**config.mk**
```make
export PLATFORM = sky130hd
export DESIGN_NAME = date_weekday_and_days_remaining
export DESIGN_NICKNAME = d
export VERILOG_FILES = /design/src/dwdr_pkg.sv /design/src/dwdr_front.sv /design/src/dwdr_quot.sv /design/src/dwdr_leap.sv /design/src/dwdr_finish.sv /design/src/date_weekday_and_days_remaining.sv
export VERILOG_INCLUDE_DIRS = /design/src /design/src/src
export SDC_FILE = /design/constraint.sdc
export NUM_CORES = 1
export LEC_CHECK = 0
export ABC_AREA = 1
export BUFFER_PORTS_ARGS = -buffer_cell sky130_fd_sc_hd__clkbuf_2
export CELL_PAD_IN_SITES_DETAIL_PLACEMENT = 1
export CELL_PAD_IN_SITES_GLOBAL_PLACEMENT = 2
export CORE_ASPECT_RATIO = 0.75
export CORE_UTILIZATION = 30
export DETAILED_ROUTE_END_ITERATION = 7
export GPL_ROUTABILITY_DRIVEN = 0
export PLACE_DENSITY = 0.71
export SYNTH_ARGS = -nofsm -noshare
export SYNTH_HDL_FRONTEND = slang
export SYNTH_SLANG_ARGS = --single-unit
```
**constraint.sdc**
```tcl
create_clock -name clk_i -period 14.15 [get_ports clk_i]
set_input_delay 2.83 -clock clk_i [delete_from_list [all_inputs] [get_ports clk_i]]
set_output_delay 2.83 -clock clk_i [all_outputs]
set_load 0.01 [all_outputs]
```
**src/date_weekday_and_days_remaining_defines.svh**
```systemverilog
// Assertion macros for the date weekday and days-remaining block.
`ifndef DATE_WEEKDAY_AND_DAYS_REMAINING_DEFINES_SVH
`define DATE_WEEKDAY_AND_DAYS_REMAINING_DEFINES_SVH
`ifndef SYNTHESIS
`define DWDR_ASSERT(lbl, prop, msg) \
  lbl: assert property (@(posedge clk_i) disable iff (!rst_ni) prop) else $error(msg);
`define DWDR_ASSERT_NEVER(lbl, cond, msg) \
  `DWDR_ASSERT(lbl, !(cond), msg)
`else
`define DWDR_ASSERT(lbl, prop, msg)
`define DWDR_ASSERT_NEVER(lbl, cond, msg)
`endif
`endif

```
**src/dwdr_pkg.sv**
```systemverilog
// Shared types, constants and month tables for the date weekday block.
package dwdr_pkg;

  localparam int unsigned YEAR_W  = 14;
  localparam int unsigned MONTH_W = 4;
  localparam int unsigned DAY_W   = 5;
  localparam int unsigned YY_W    = 15;
  localparam int unsigned Q_W     = 8;
  localparam int unsigned DOY_W   = 9;
  localparam int unsigned DOW_W   = 3;
  localparam int unsigned DTEM_W  = 5;
  localparam int unsigned DTEY_W  = 9;
  localparam int unsigned MASK_W  = 7;
  localparam int unsigned SHIFT_W = 6;

  localparam logic [MASK_W-1:0]  WEEKEND_MASK_RESET = 7'h60;
  localparam logic [YY_W-1:0]    YEAR_BIAS          = 15'd400;
  // floor(x / 100) = (x * DIV100_K) >> DIV100_SH, exact for x below 2**15
  localparam logic [YY_W-1:0]    DIV100_K           = 15'd20972;
  localparam int unsigned        DIV100_SH          = 21;
  localparam int unsigned        PROD_W             = 2 * YY_W;
  localparam logic [YEAR_W-1:0]  CENTURY            = 14'd100;
  localparam logic [DOW_W-1:0]   DOW_SATURDAY       = 3'd6;
  localparam logic [DOY_W-1:0]   YEAR_LEN_COMMON    = 9'd365;
  localparam logic [MONTH_W-1:0] MONTH_MARCH        = 4'd3;
  localparam logic [MONTH_W-1:0] MONTH_FEBRUARY     = 4'd2;

  typedef struct packed {
    logic [YEAR_W-1:0]  y;
    logic [YY_W-1:0]    yy;
    logic [DAY_W-1:0]   d;
    logic [SHIFT_W-1:0] shift_term;
    logic [DTEM_W-1:0]  mlen_base;
    logic               is_feb;
    logic [DOY_W-1:0]   cum_base;
    logic               after_feb;
  } s1_t;

  typedef struct packed {
    logic [YEAR_W-1:0] y;
    logic [Q_W-1:0]    qy;
    logic [Q_W-1:0]    qyy;
    logic [YY_W-1:0]   part;
    logic [DAY_W-1:0]  d;
    logic [DTEM_W-1:0] mlen_base;
    logic              is_feb;
    logic [DOY_W-1:0]  doy_part;
    logic              after_feb;
  } s2_t;

  typedef struct packed {
    logic [YY_W-1:0]   sum;
    logic              leap;
    logic [DAY_W-1:0]  d;
    logic [DTEM_W-1:0] mlen_base;
    logic              is_feb;
    logic [DOY_W-1:0]  doy_part;
    logic              after_feb;
  } s3_t;

  typedef struct packed {
    logic [DTEY_W-1:0] dtey;
    logic [DTEM_W-1:0] dtem;
    logic [DOW_W-1:0]  dtew;
    logic              bd;
    logic              wk;
    logic              eow;
    logic [DOW_W-1:0]  dow;
  } res_t;

  // floor(31 * shifted_month / 12), shifted month 10..12 for months 0..2
  function automatic logic [SHIFT_W-1:0] month_shift_term(input logic [MONTH_W-1:0] mo);
    logic [SHIFT_W-1:0] t;
    case (mo)
      4'd0:    t = 6'd25;
      4'd1:    t = 6'd28;
      4'd2:    t = 6'd31;
      4'd3:    t = 6'd2;
      4'd4:    t = 6'd5;
      4'd5:    t = 6'd7;
      4'd6:    t = 6'd10;
      4'd7:    t = 6'd12;
      4'd8:    t = 6'd15;
      4'd9:    t = 6'd18;
      4'd10:   t = 6'd20;
      4'd11:   t = 6'd23;
      4'd12:   t = 6'd25;
      4'd13:   t = 6'd28;
      4'd14:   t = 6'd31;
      default: t = 6'd33;
    endcase
    return t;
  endfunction

  // Month length in a common year, zero outside 1..12
  function automatic logic [DTEM_W-1:0] month_len_base(input logic [MONTH_W-1:0] mo);
    logic [DTEM_W-1:0] l;
    case (mo)
      4'd1, 4'd3, 4'd5, 4'd7, 4'd8, 4'd10, 4'd12: l = 5'd31;
      4'd4, 4'd6, 4'd9, 4'd11:                   l = 5'd30;
      4'd2:                                      l = 5'd28;
      default:                                   l = 5'd0;
    endcase
    return l;
  endfunction

  // Days of the earlier months in a common year
  function automatic logic [DOY_W-1:0] days_before(input logic [MONTH_W-1:0] mo);
    logic [DOY_W-1:0] c;
    case (mo)
      4'd0, 4'd1: c = 9'd0;
      4'd2:       c = 9'd31;
      4'd3:       c = 9'd59;
      4'd4:       c = 9'd90;
      4'd5:       c = 9'd120;
      4'd6:       c = 9'd151;
      4'd7:       c = 9'd181;
      4'd8:       c = 9'd212;
      4'd9:       c = 9'd243;
      4'd10:      c = 9'd273;
      4'd11:      c = 9'd304;
      4'd12:      c = 9'd334;
      default:    c = 9'd365;
    endcase
    return c;
  endfunction

endpackage

```
**src/dwdr_front.sv**
```systemverilog
// Stage 1: biased year and month table lookups.
module dwdr_front (
  input  logic                          clk_i,
  input  logic                          en_i,
  input  logic [dwdr_pkg::YEAR_W-1:0]  year_i,
  input  logic [dwdr_pkg::MONTH_W-1:0] month_i,
  input  logic [dwdr_pkg::DAY_W-1:0]   day_i,
  output dwdr_pkg::s1_t                 s1_o
);
  import dwdr_pkg::*;

  s1_t s1_d, s1_q;
  logic early;

  always_comb begin
    // January, February (and month zero) count in the previous year
    early           = (month_i < MONTH_MARCH);
    s1_d.y          = year_i;
    s1_d.yy         = YY_W'(year_i) + YEAR_BIAS - YY_W'(early);
    s1_d.d          = day_i;
    s1_d.shift_term = month_shift_term(month_i);
    s1_d.mlen_base  = month_len_base(month_i);
    s1_d.is_feb     = (month_i == MONTH_FEBRUARY);
    s1_d.cum_base   = days_before(month_i);
    s1_d.after_feb  = !early;
  end

  always_ff @(posedge clk_i) begin
    if (en_i) begin
      s1_q <= s1_d;
    end
  end

  assign s1_o = s1_q;
endmodule

```
**src/dwdr_quot.sv**
```systemverilog
// Stage 2: divide both years by 100 with reciprocal multiplies, and start the weekday sum and the day of year.
module dwdr_quot (
  input  logic          clk_i,
  input  logic          en_i,
  input  dwdr_pkg::s1_t s1_i,
  output dwdr_pkg::s2_t s2_o
);
  import dwdr_pkg::*;

  s2_t s2_d, s2_q;
  logic [PROD_W-1:0] prod_y, prod_yy;

  always_comb begin
    prod_y          = PROD_W'(s1_i.y) * PROD_W'(DIV100_K);
    prod_yy         = PROD_W'(s1_i.yy) * PROD_W'(DIV100_K);
    s2_d.y          = s1_i.y;
    s2_d.qy         = Q_W'(prod_y >> DIV100_SH);
    s2_d.qyy        = Q_W'(prod_yy >> DIV100_SH);
    s2_d.part       = YY_W'(s1_i.d) + s1_i.yy + (s1_i.yy >> 2) + YY_W'(s1_i.shift_term);
    s2_d.d          = s1_i.d;
    s2_d.mlen_base  = s1_i.mlen_base;
    s2_d.is_feb     = s1_i.is_feb;
    s2_d.doy_part   = DOY_W'(s1_i.d) + s1_i.cum_base;
    s2_d.after_feb  = s1_i.after_feb;
  end

  always_ff @(posedge clk_i) begin
    if (en_i) begin
      s2_q <= s2_d;
    end
  end

  assign s2_o = s2_q;
endmodule

```
**src/dwdr_leap.sv**
```systemverilog
// Stage 3: leap-year test and the weekday sum.
module dwdr_leap (
  input  logic          clk_i,
  input  logic          en_i,
  input  dwdr_pkg::s2_t s2_i,
  output dwdr_pkg::s3_t s3_o
);
  import dwdr_pkg::*;

  s3_t s3_d, s3_q;
  logic [YEAR_W-1:0] rem100;

  always_comb begin
    rem100         = s2_i.y - YEAR_W'(YEAR_W'(s2_i.qy) * CENTURY);
    // Divisible by 4, and not a century unless also by 400
    s3_d.leap      = (s2_i.y[1:0] == 2'b00) && ((rem100 != '0) || (s2_i.qy[1:0] == 2'b00));
    s3_d.sum       = s2_i.part + YY_W'(s2_i.qyy >> 2) - YY_W'(s2_i.qyy);
    s3_d.d         = s2_i.d;
    s3_d.mlen_base = s2_i.mlen_base;
    s3_d.is_feb    = s2_i.is_feb;
    s3_d.doy_part  = s2_i.doy_part;
    s3_d.after_feb = s2_i.after_feb;
  end

  always_ff @(posedge clk_i) begin
    if (en_i) begin
      s3_q <= s3_d;
    end
  end

  assign s3_o = s3_q;
endmodule

```
**src/dwdr_finish.sv**
```systemverilog
// Stage 4: modulo 7, flags and remaining-day counts into the output register.
module dwdr_finish (
  input  logic                         clk_i,
  input  logic                         en_i,
  input  logic [dwdr_pkg::MASK_W-1:0] mask_i,
  input  dwdr_pkg::s3_t                s3_i,
  output dwdr_pkg::res_t               res_o
);
  import dwdr_pkg::*;

  res_t res_d, res_q;
  logic [SHIFT_W-1:0] fold1;
  logic [3:0]         fold2;
  logic [DOW_W-1:0]   dow;
  logic [DTEM_W-1:0]  mlen;
  logic [DOY_W-1:0]   ylen, doy;

  always_comb begin
    // 8 = 1 mod 7: add octal digits, twice, then one conditional subtract
    fold1 = SHIFT_W'(s3_i.sum[2:0]) + SHIFT_W'(s3_i.sum[5:3]) + SHIFT_W'(s3_i.sum[8:6])
          + SHIFT_W'(s3_i.sum[11:9]) + SHIFT_W'(s3_i.sum[14:12]);
    fold2 = 4'(fold1[2:0]) + 4'(fold1[5:3]);
    dow   = (fold2 >= 4'd7) ? DOW_W'(fold2 - 4'd7) : fold2[DOW_W-1:0];

    mlen  = s3_i.mlen_base + DTEM_W'(s3_i.is_feb & s3_i.leap);
    ylen  = YEAR_LEN_COMMON + DOY_W'(s3_i.leap);
    doy   = s3_i.doy_part + DOY_W'(s3_i.after_feb & s3_i.leap);

    res_d.dow  = dow;
    res_d.eow  = (dow == DOW_SATURDAY);
    res_d.wk   = mask_i[dow];
    res_d.bd   = !mask_i[dow];
    res_d.dtew = DOW_SATURDAY - dow;
    res_d.dtem = (mlen > s3_i.d) ? (mlen - s3_i.d) : '0;
    res_d.dtey = (ylen > doy) ? (ylen - doy) : '0;
  end

  always_ff @(posedge clk_i) begin
    if (en_i) begin
      res_q <= res_d;
    end
  end

  assign res_o = res_q;
endmodule

```
**src/date_weekday_and_days_remaining.sv**
```systemverilog
// Gregorian weekday and days-remaining block, four register stages deep.
// An accepted input beat passes the front, quotient, leap and finish registers in order to its output beat.
// Throughput: one beat per cycle; all stages hold together while the output
// beat waits, so a stall drops and repeats nothing.
// Reset: valid bits clear and the weekend mask returns to Friday and Saturday.
`include "date_weekday_and_days_remaining_defines.svh"
module date_weekday_and_days_remaining (
  input  logic        clk_i,
  input  logic        rst_ni,
  input  logic        s_axis_tvalid,
  output logic        s_axis_tready,
  input  logic [23:0] s_axis_tdata,   // year[13:0], month[17:14], day[22:18], zero pad
  output logic        m_axis_tvalid,
  input  logic        m_axis_tready,
  output logic [23:0] m_axis_tdata,   // day_of_week[2:0], is_end_of_week[3], is_weekend[4],
                                      // is_business_day[5], days_to_end_of_week[8:6],
                                      // days_to_end_of_month[13:9],
                                      // days_to_end_of_year[22:14], zero pad
  input  logic        cfg_valid_i,
  output logic        cfg_ready_o,
  input  logic [6:0]  cfg_data_i      // weekend_day_mask
);
  import dwdr_pkg::*;

  localparam int unsigned NSTAGE = 4;

  logic [MASK_W-1:0] mask_d, mask_q;
  logic [NSTAGE-1:0] vld_d, vld_q;
  logic              advance;
  s1_t               s1;
  s2_t               s2;
  s3_t               s3;
  res_t              res;

  // Mask register: written whenever a config beat arrives
  assign cfg_ready_o = 1'b1;
  assign mask_d      = (cfg_valid_i && cfg_ready_o) ? cfg_data_i : mask_q;

  always_ff @(posedge clk_i or negedge rst_ni) begin
    if (!rst_ni) begin
      mask_q <= WEEKEND_MASK_RESET;
    end else begin
      mask_q <= mask_d;
    end
  end

  // Advance the whole pipe unless a finished beat sits unclaimed at the output
  assign advance       = !vld_q[NSTAGE-1] || m_axis_tready;
  assign s_axis_tready = advance;
  assign vld_d         = advance ? {vld_q[NSTAGE-2:0], s_axis_tvalid} : vld_q;

  always_ff @(posedge clk_i or negedge rst_ni) begin
    if (!rst_ni) begin
      vld_q <= '0;
    end else begin
      vld_q <= vld_d;
    end
  end

  dwdr_front u_front (
    .clk_i   (clk_i),
    .en_i    (advance),
    .year_i  (s_axis_tdata[13:0]),
    .month_i (s_axis_tdata[17:14]),
    .day_i   (s_axis_tdata[22:18]),
    .s1_o    (s1)
  );

  dwdr_quot u_quot (
    .clk_i (clk_i),
    .en_i  (advance),
    .s1_i  (s1),
    .s2_o  (s2)
  );

  dwdr_leap u_leap (
    .clk_i (clk_i),
    .en_i  (advance),
    .s2_i  (s2),
    .s3_o  (s3)
  );

  dwdr_finish u_finish (
    .clk_i  (clk_i),
    .en_i   (advance),
    .mask_i (mask_q),
    .s3_i   (s3),
    .res_o  (res)
  );

  assign m_axis_tvalid = vld_q[NSTAGE-1];
  assign m_axis_tdata  = {1'b0, res.dtey, res.dtem, res.dtew, res.bd, res.wk, res.eow, res.dow};

  // Checks on the datapath and the valid chain
  `DWDR_ASSERT(a_dow_range, m_axis_tvalid |-> (res.dow <= DOW_SATURDAY),
    "weekday out of range")
  `DWDR_ASSERT(a_week_fields, m_axis_tvalid |-> ((res.dtew == DOW_SATURDAY - res.dow)
    && (res.eow == (res.dow == DOW_SATURDAY)) && (res.bd != res.wk)),
    "week fields disagree with weekday")
  `DWDR_ASSERT(a_year_ge_month, m_axis_tvalid |-> (DOY_W'(res.dtem) <= res.dtey),
    "fewer days left in year than in month")
  `DWDR_ASSERT(a_chain_moves, (advance && vld_q[NSTAGE-2]) |=> vld_q[NSTAGE-1],
    "beat lost between last two stages")
endmodule

```
==> results of run 1 <==
==> worst max-delay path, cell delays in order <==
cell and delay, ns:
clkbuf_2 0.07, inv_1 0.05, nand2_4 0.44, clkbuf_2 0.24
==> Yosys cell counts, types with 2 or more instances <==
cell / instances
a21oi_1: 83
nor2_1: 109
o2111ai_1: 2
nand3_2: 3
o21bai_1: 16
inv_1: 562
edfxtp_1: 175
o211ai_1: 3
nor3b_1: 2
a31oi_1: 4
o22ai_1: 2
or2_2: 4
fa_1: 167
buf_4: 3
nand4_1: 25
conb_1: 2
dfstp_2: 2
o221ai_1: 2
o21ai_1: 3
nor2_2: 2
clkbuf_1: 4
nor4_1: 2
xor2_1: 54
ha_1: 318
and2_1: 3
o21a_1: 2
dfrtp_1: 9
nand2_1: 364
a21o_1: 13
nand3_1: 80
xnor2_1: 24
nand2_2: 4
o21ai_0: 43
inv_2: 3
nor3_1: 17
a21boi_0: 9
o31ai_1: 3
==> stage by stage <==
step	instance area, um^2	util, %	setup WS [ns]	instances	hold WS (ns)
4_1_cts	21300	33.5	7.63	3076	0.421
3_3_place_gp	20700	32.5	7.65	3044	0.403
2_1_floorplan	19400	-	4.62	2129	0.400
5_1_grt	21300	33.5	7.57	3076	0.424
3_5_place_dp	20700	32.5	7.63	3044	0.406
6_report	21300	33.5	7.65	3076	0.418
==> cell type report <==
| type | instances | area (um^2) |
|---|---|---|
| clock buffers | 17 | 425 |
| clock inverters | 15 | 188 |
| fillers | 7476 | 42400 |
| inverters | 565 | 2120 |
| multi-input cells | 1371 | 11700 |
| flip-flops and latches | 186 | 5530 |
| well taps | 861 | 1080 |
| repair buffers | 61 | 310 |
==> layer usage <==
layer	vias to the layer above	GRT usage [%]	wire length, um
li1	6852	-	-
met1	6541	22.4	24900
met2	136	23.0	20000
met3	28	2.27	1320
met4	0	3.23	575
met5	-	0	0
==> kinds of logic after synthesis <==
| kind of cell | after synthesis | synth area share, % |
|---|---|---|
| simple gates | 617 | 13.3 |
| buf+inv | 572 | 11.1 |
| fa+ha+maj | 485 | 37.8 |
| compound gates | 188 | 5.62 |
| flops | 186 | 28.6 |
| xor+xnor | 78 | 3.53 |
| other cells | 2 | 0.0388 |
| mux | 1 | 0.0581 |
==> layout by cell type, fill, tap and decap left out, drive strengths merged, types with 3 or more instances in the layout <==
cell / instances
ha: 318
o21bai: 16
or2: 5
nand4: 26
edfxtp: 175
xnor2: 24
o21ai: 47
clkbuf: 76
o31ai: 3
a21o: 13
a21boi: 9
inv: 574
dfrtp: 9
a21oi: 83
o211ai: 3
nand3: 83
a31oi: 4
xor2: 54
nand2: 368
nor3: 17
and2: 3
nor2: 111
clkinv: 6
fa: 167
==> registers in the layout, summed over array words and instances, names as in the netlist <==
signal	count
mask_q	7
u_finish.res_o	22
u_front.s1_o	54
u_leap.s3_o	35
u_quot.s2_o	64
vld_q	4
==> final timing paths <==
check	to	slack, ns	cells past startpoint
worst max-delay path	s_axis_tready	7.65	4
worst max register to register	u_finish.res_o[8]	8.92	18
worst min register to register	u_quot.s2_o[11]	0.42	0
max in group asynchronous	mask_q[5]	11.65	1
min in group asynchronous	mask_q[0]	2.22	1
worst min-delay path	u_quot.s2_o[11]	0.42	0
==> impl_results.md, run 1 <==
- Outcome: complete, no violations
- Vias: 13600
- Startpoint Class: input port
- CTS tree: built
- Relative slew slack: 41.1%
- Number of remaining DRC errors: 0
- Unrepaired setup endpoints after global routing: no
- Io pins: 63
- Gr ovfl total: 0
- CTS clk-pin slew, worst paths: 0.08 ns
- Vias in the first global route: 14700
- Mapped Area: 19400 um^2
- Routed length per instance: 15.2 um
- Post-CTS setup buffers: 0
- Crit-path max FO: 46
- Fin crit share: 45.9%
- Max-cap violation count: 0
- Least-Margin Pin Slew: 0.884 ns
- Vias per inst: 4.41
- Netlist cell types: 43
- PostCTS Resize Cnt: 0
- Maximum root-to-sink buffer count: 2
- Die ar.: 65600 um^2
- Critical path capture point type: primary output
- TritonCTS Sinks: 186
- Layout Skew: 0.0114 ns
- Post-CTS Hold Buffers: 0
- Crit path from: m_axis_tready
- Layout cells sized above 1: 5.19%
- Type of the worst setup path: in2out
- Post-synth top flop: edfxtp_1
- Final Setup Violations: 0
- Top cell type's share of synthesized area: 27.1%
- Initial core utilization: 30.4%
- Reg2reg start: u_leap.s3_o[22]
- Mapped Cells: 2129
- Worst hold start: u_front.s1_o[11]
- Max Clk Rate: 154 MHz
- DRT Pass-1 Iters: 4
- Starting DRT DRC Count: 533
- CP arrival: 3.67 ns
- Die width: 295 um
- Worst Hold Class: reg2reg
- Skew-Pair Late Insertion Delay: 0.48 ns
- Req. time, crit path: 11.32 ns
- HPWL after DPL: 40.6 mm
- FP Rows: 80
- Final ANT Viol Nets: 0
- Synth-to-Final Area Change: 10.2%
- Global-route wire length before repair: 77.6 mm
- Core Box Area: 63800 um^2
- N_diodes: 0
- Final nets: 2723
- Number of H-tree levels: 4
- Setup TNS: 0 ns
- Period minus WS final: 6.50 ns
- PortBufs: 59
- Mean Syn Cell Area: 9.10 um^2
- Net count after synthesis: 2650
- Async SR Flop Fraction: 5.91%
- Synth Register Bits: 186
- TritonCTS Buffers: 17
- Seq/Total Area, Yosys: 28.6%
- Leading area contributor after synthesis: edfxtp_1
- Die Ht: 222 um
- Yosys warns: 0
- Fin. Hold Viols: 0
- Final wirelength: 46.8 mm
- Dominant cells by area after synthesis: edfxtp_1 27%, ha_1 21%, fa_1 17%
- Global Route Usage Sum: 15.1%
- Largest net degree at the start of global routing: 75
- Initial antenna violation count: 1
- Post-synth EDFFs: 175
- Clock Root Buffer: clkbuf_16
- Count of final max-slew check failures: 0
Power of run 1 is not shown: default switching activity piles up to over one toggle a cycle in this logic, so the estimate is an artifact.
==> run 2, diff against run 1 <==
- PLACE_DENSITY: 0.71 -> 0.73
- clock period: 14.15 -> 5.26 ns (I/O delays scaled with it)
==> impl_results.md, run 2 (synthesized netlist as in run 1, its figures left out) <==
- Outcome: complete, no violations
- PostCTS Resize Cnt: 0 (unchanged)
- CTS clk-pin slew, worst paths: 0.09 ns (about the same)
- CTS tree: built
- RR Endpoint: u_finish.res_o[8]
- TritonCTS Buffers: 17 (unchanged)
- Number of remaining DRC errors: 0 (unchanged)
- Relative slew slack: 42.8% (+1.7 points)
- Fin. Hold Viols: 0 (unchanged)
- Period minus WS final: 4.96 ns
- Die width: 295 um (unchanged)
- Count of final max-slew check failures: 0 (unchanged)
- Worst hold start: u_quot.s2_o[18]
- Req. time, crit path: 5.49 ns (-5.83 ns)
- DRT Pass-1 Iters: 4 (unchanged)
- Global-route wire length before repair: 77.7 mm (+0.18%)
- Post-CTS setup buffers: 0 (unchanged)
- Io pins: 63 (unchanged)
- Unrepaired setup endpoints after global routing: no
- Final ANT Viol Nets: 0 (unchanged)
- Skew-Pair Late Insertion Delay: 0.48 ns (about the same)
- Vias: 13600 (+0.39%)
- Vias in the first global route: 14900 (+1.1%)
- Startpoint Class: flop
- Layout cells sized above 1: 5.46% (+0.26 points)
- Max Clk Rate: 201 MHz
- TritonCTS Sinks: 186 (unchanged)
- Most common cell after layout, fill and taps aside: inv_1
- Hold depth: 0 (unchanged)
- Initial core utilization: 30.4% (unchanged)
- Clock Root Buffer: clkbuf_16
- Global Route Usage Sum: 15.1% (about the same)
- Starting DRT DRC Count: 471 (-12%)
- Least-Margin Pin Slew: 0.859 ns (-0.0252 ns)
- Routed length per instance: 15.2 um (-0.27%)
- Crit path from: u_leap.s3_o[22]
- Die ar.: 65600 um^2 (unchanged)
- Fin area: 21400 um^2 (+0.34%)
- Fin crit share: 94.4%
- Synth-to-Final Area Change: 10.5%
- Max reg flops: 64 (unchanged)
- Hold-critical path endpoint: u_leap.s3_o[18]
- HPWL after DPL: 40.4 mm (-0.46%)
- Number of H-tree levels: 4 (unchanged)
- Most frequent cells in the layout: 562 x inv_1, 361 x nand2_1, 318 x ha_1, 175 x edfxtp_1, 167 x fa_1
- Type of the worst setup path: reg2reg
- PortBufs: 59 (unchanged)
- Final wirelength: 46.7 mm (-0.14%)
- Core Box Area: 63800 um^2 (unchanged)
- Final nets: 2726 (+0.11%)
- Layout Skew: 0.0168 ns (+0.00546 ns)
- Largest net degree at the start of global routing: 109 (+45%)
- Reg-to-reg slack, setup: 0.30 ns (-8.62 ns)
- Post-Place Cell Area: 20800 um^2 (+0.15%)
- Gr ovfl total: 0 (unchanged)
- Max-cap violation count: 0 (unchanged)
- Final Setup Violations: 0 (unchanged)
- Post-CTS Hold Buffers: 0 (unchanged)
- FP Rows: 80 (unchanged)
- Crit-path max FO: 4 (-91%)
- Reg2reg start: u_leap.s3_o[22]
- Vias per inst: 4.42 (+0.26%)
- Setup TNS: 0 ns (unchanged)
- Worst Hold Class: reg2reg
- Die Ht: 222 um (unchanged)
- Maximum root-to-sink buffer count: 2 (unchanged)
- CP arrival: 5.19 ns (+1.52 ns)
- Critical path capture point type: flop
- Worst reg-to-reg path cell count: 18 (unchanged)
- Initial antenna violation count: 3 (+2)
[run 2: cell count changes in the layout (fill, tap and decap cells not counted)]
| cell | previous run | this run |
|---|---|---|
| buf_4 | 2 | 5 |
| bufinv_16 | 0 | 1 |
| clkinv_2 | 1 | 0 |
| clkinv_8 | 4 | 5 |
| diode_2 | 0 | 1 |
| inv_12 | 3 | 2 |
| inv_6 | 3 | 1 |
| inv_8 | 3 | 5 |
| nand2_1 | 363 | 361 |
| nand2_2 | 4 | 6 |
| nand2_4 | 1 | 0 |
| nand2_8 | 0 | 1 |
| o21ai_1 | 3 | 2 |
| o21ai_2 | 1 | 2 |
[run 2: worst max path at each step]
| stage | end | slack [ns] | cells after the start |
|---|---|---|---|
| finish | u_finish.res_o[8] | 0.30 | 18 |
| floorplan | u_finish.res_o[8] | 0.44 | 18 |
| detailed placement | u_finish.res_o[8] | 0.19 | 18 |
| global placement | u_finish.res_o[8] | 0.29 | 18 |
| global route | u_finish.res_o[8] | 0.02 | 19 |
| CTS | u_finish.res_o[8] | 0.19 | 18 |
[run 2: routing by layer]
layer	share of wire, %	global-route usage (%)	vias to the layer above
li1	-	-	6849
met1	52	21.8	6609
met2	43	23.4	119
met3	3.2	2.40	33
met4	1.3	3.71	0
met5	0	0	-
[run 2: area by class of cell]
cell class                      instances  area [um^2]
Fill cell                            7484        42300
Antenna cell                            1         2.50
Clock inverter                         15          218
Inverter                              565         2120
Clock buffer                           17          425
Timing Repair Buffer                   64          333
Tap cell                              861         1080
Multi-Input combinational cell       1371        11700
Sequential cell                       186         5530
[run 2: worst max-delay path, cell delays in order, from the launching register on]
cell and delay, ns:
edfxtp_1 0.38, ha_1 0.23, fa_1 0.38, xor2_1 0.19, fa_1 0.50, inv_1 0.05, fa_1 0.51, inv_1 0.07
fa_1 0.46, xor2_1 0.16, ha_1 0.21, fa_1 0.49, ha_1 0.23, nand2_1 0.14, nand2_2 0.10, o21ai_2 0.14
inv_1 0.10, ha_1 0.22, xor2_1 0.16
[run 2: stage by stage]
step	util [%]	std cells	setup WS [ns]	hold slack (ns)
6_report	33.6	3080	0.295	0.412
5_1_grt	33.6	3080	0.0179	0.417
4_1_cts	33.6	3079	0.194	0.410
3_5_place_dp	32.6	3047	0.193	0.406
3_3_place_gp	32.6	3047	0.286	0.403
2_1_floorplan	-	2129	0.443	0.400
Power of run 2 is left out for the same reason.
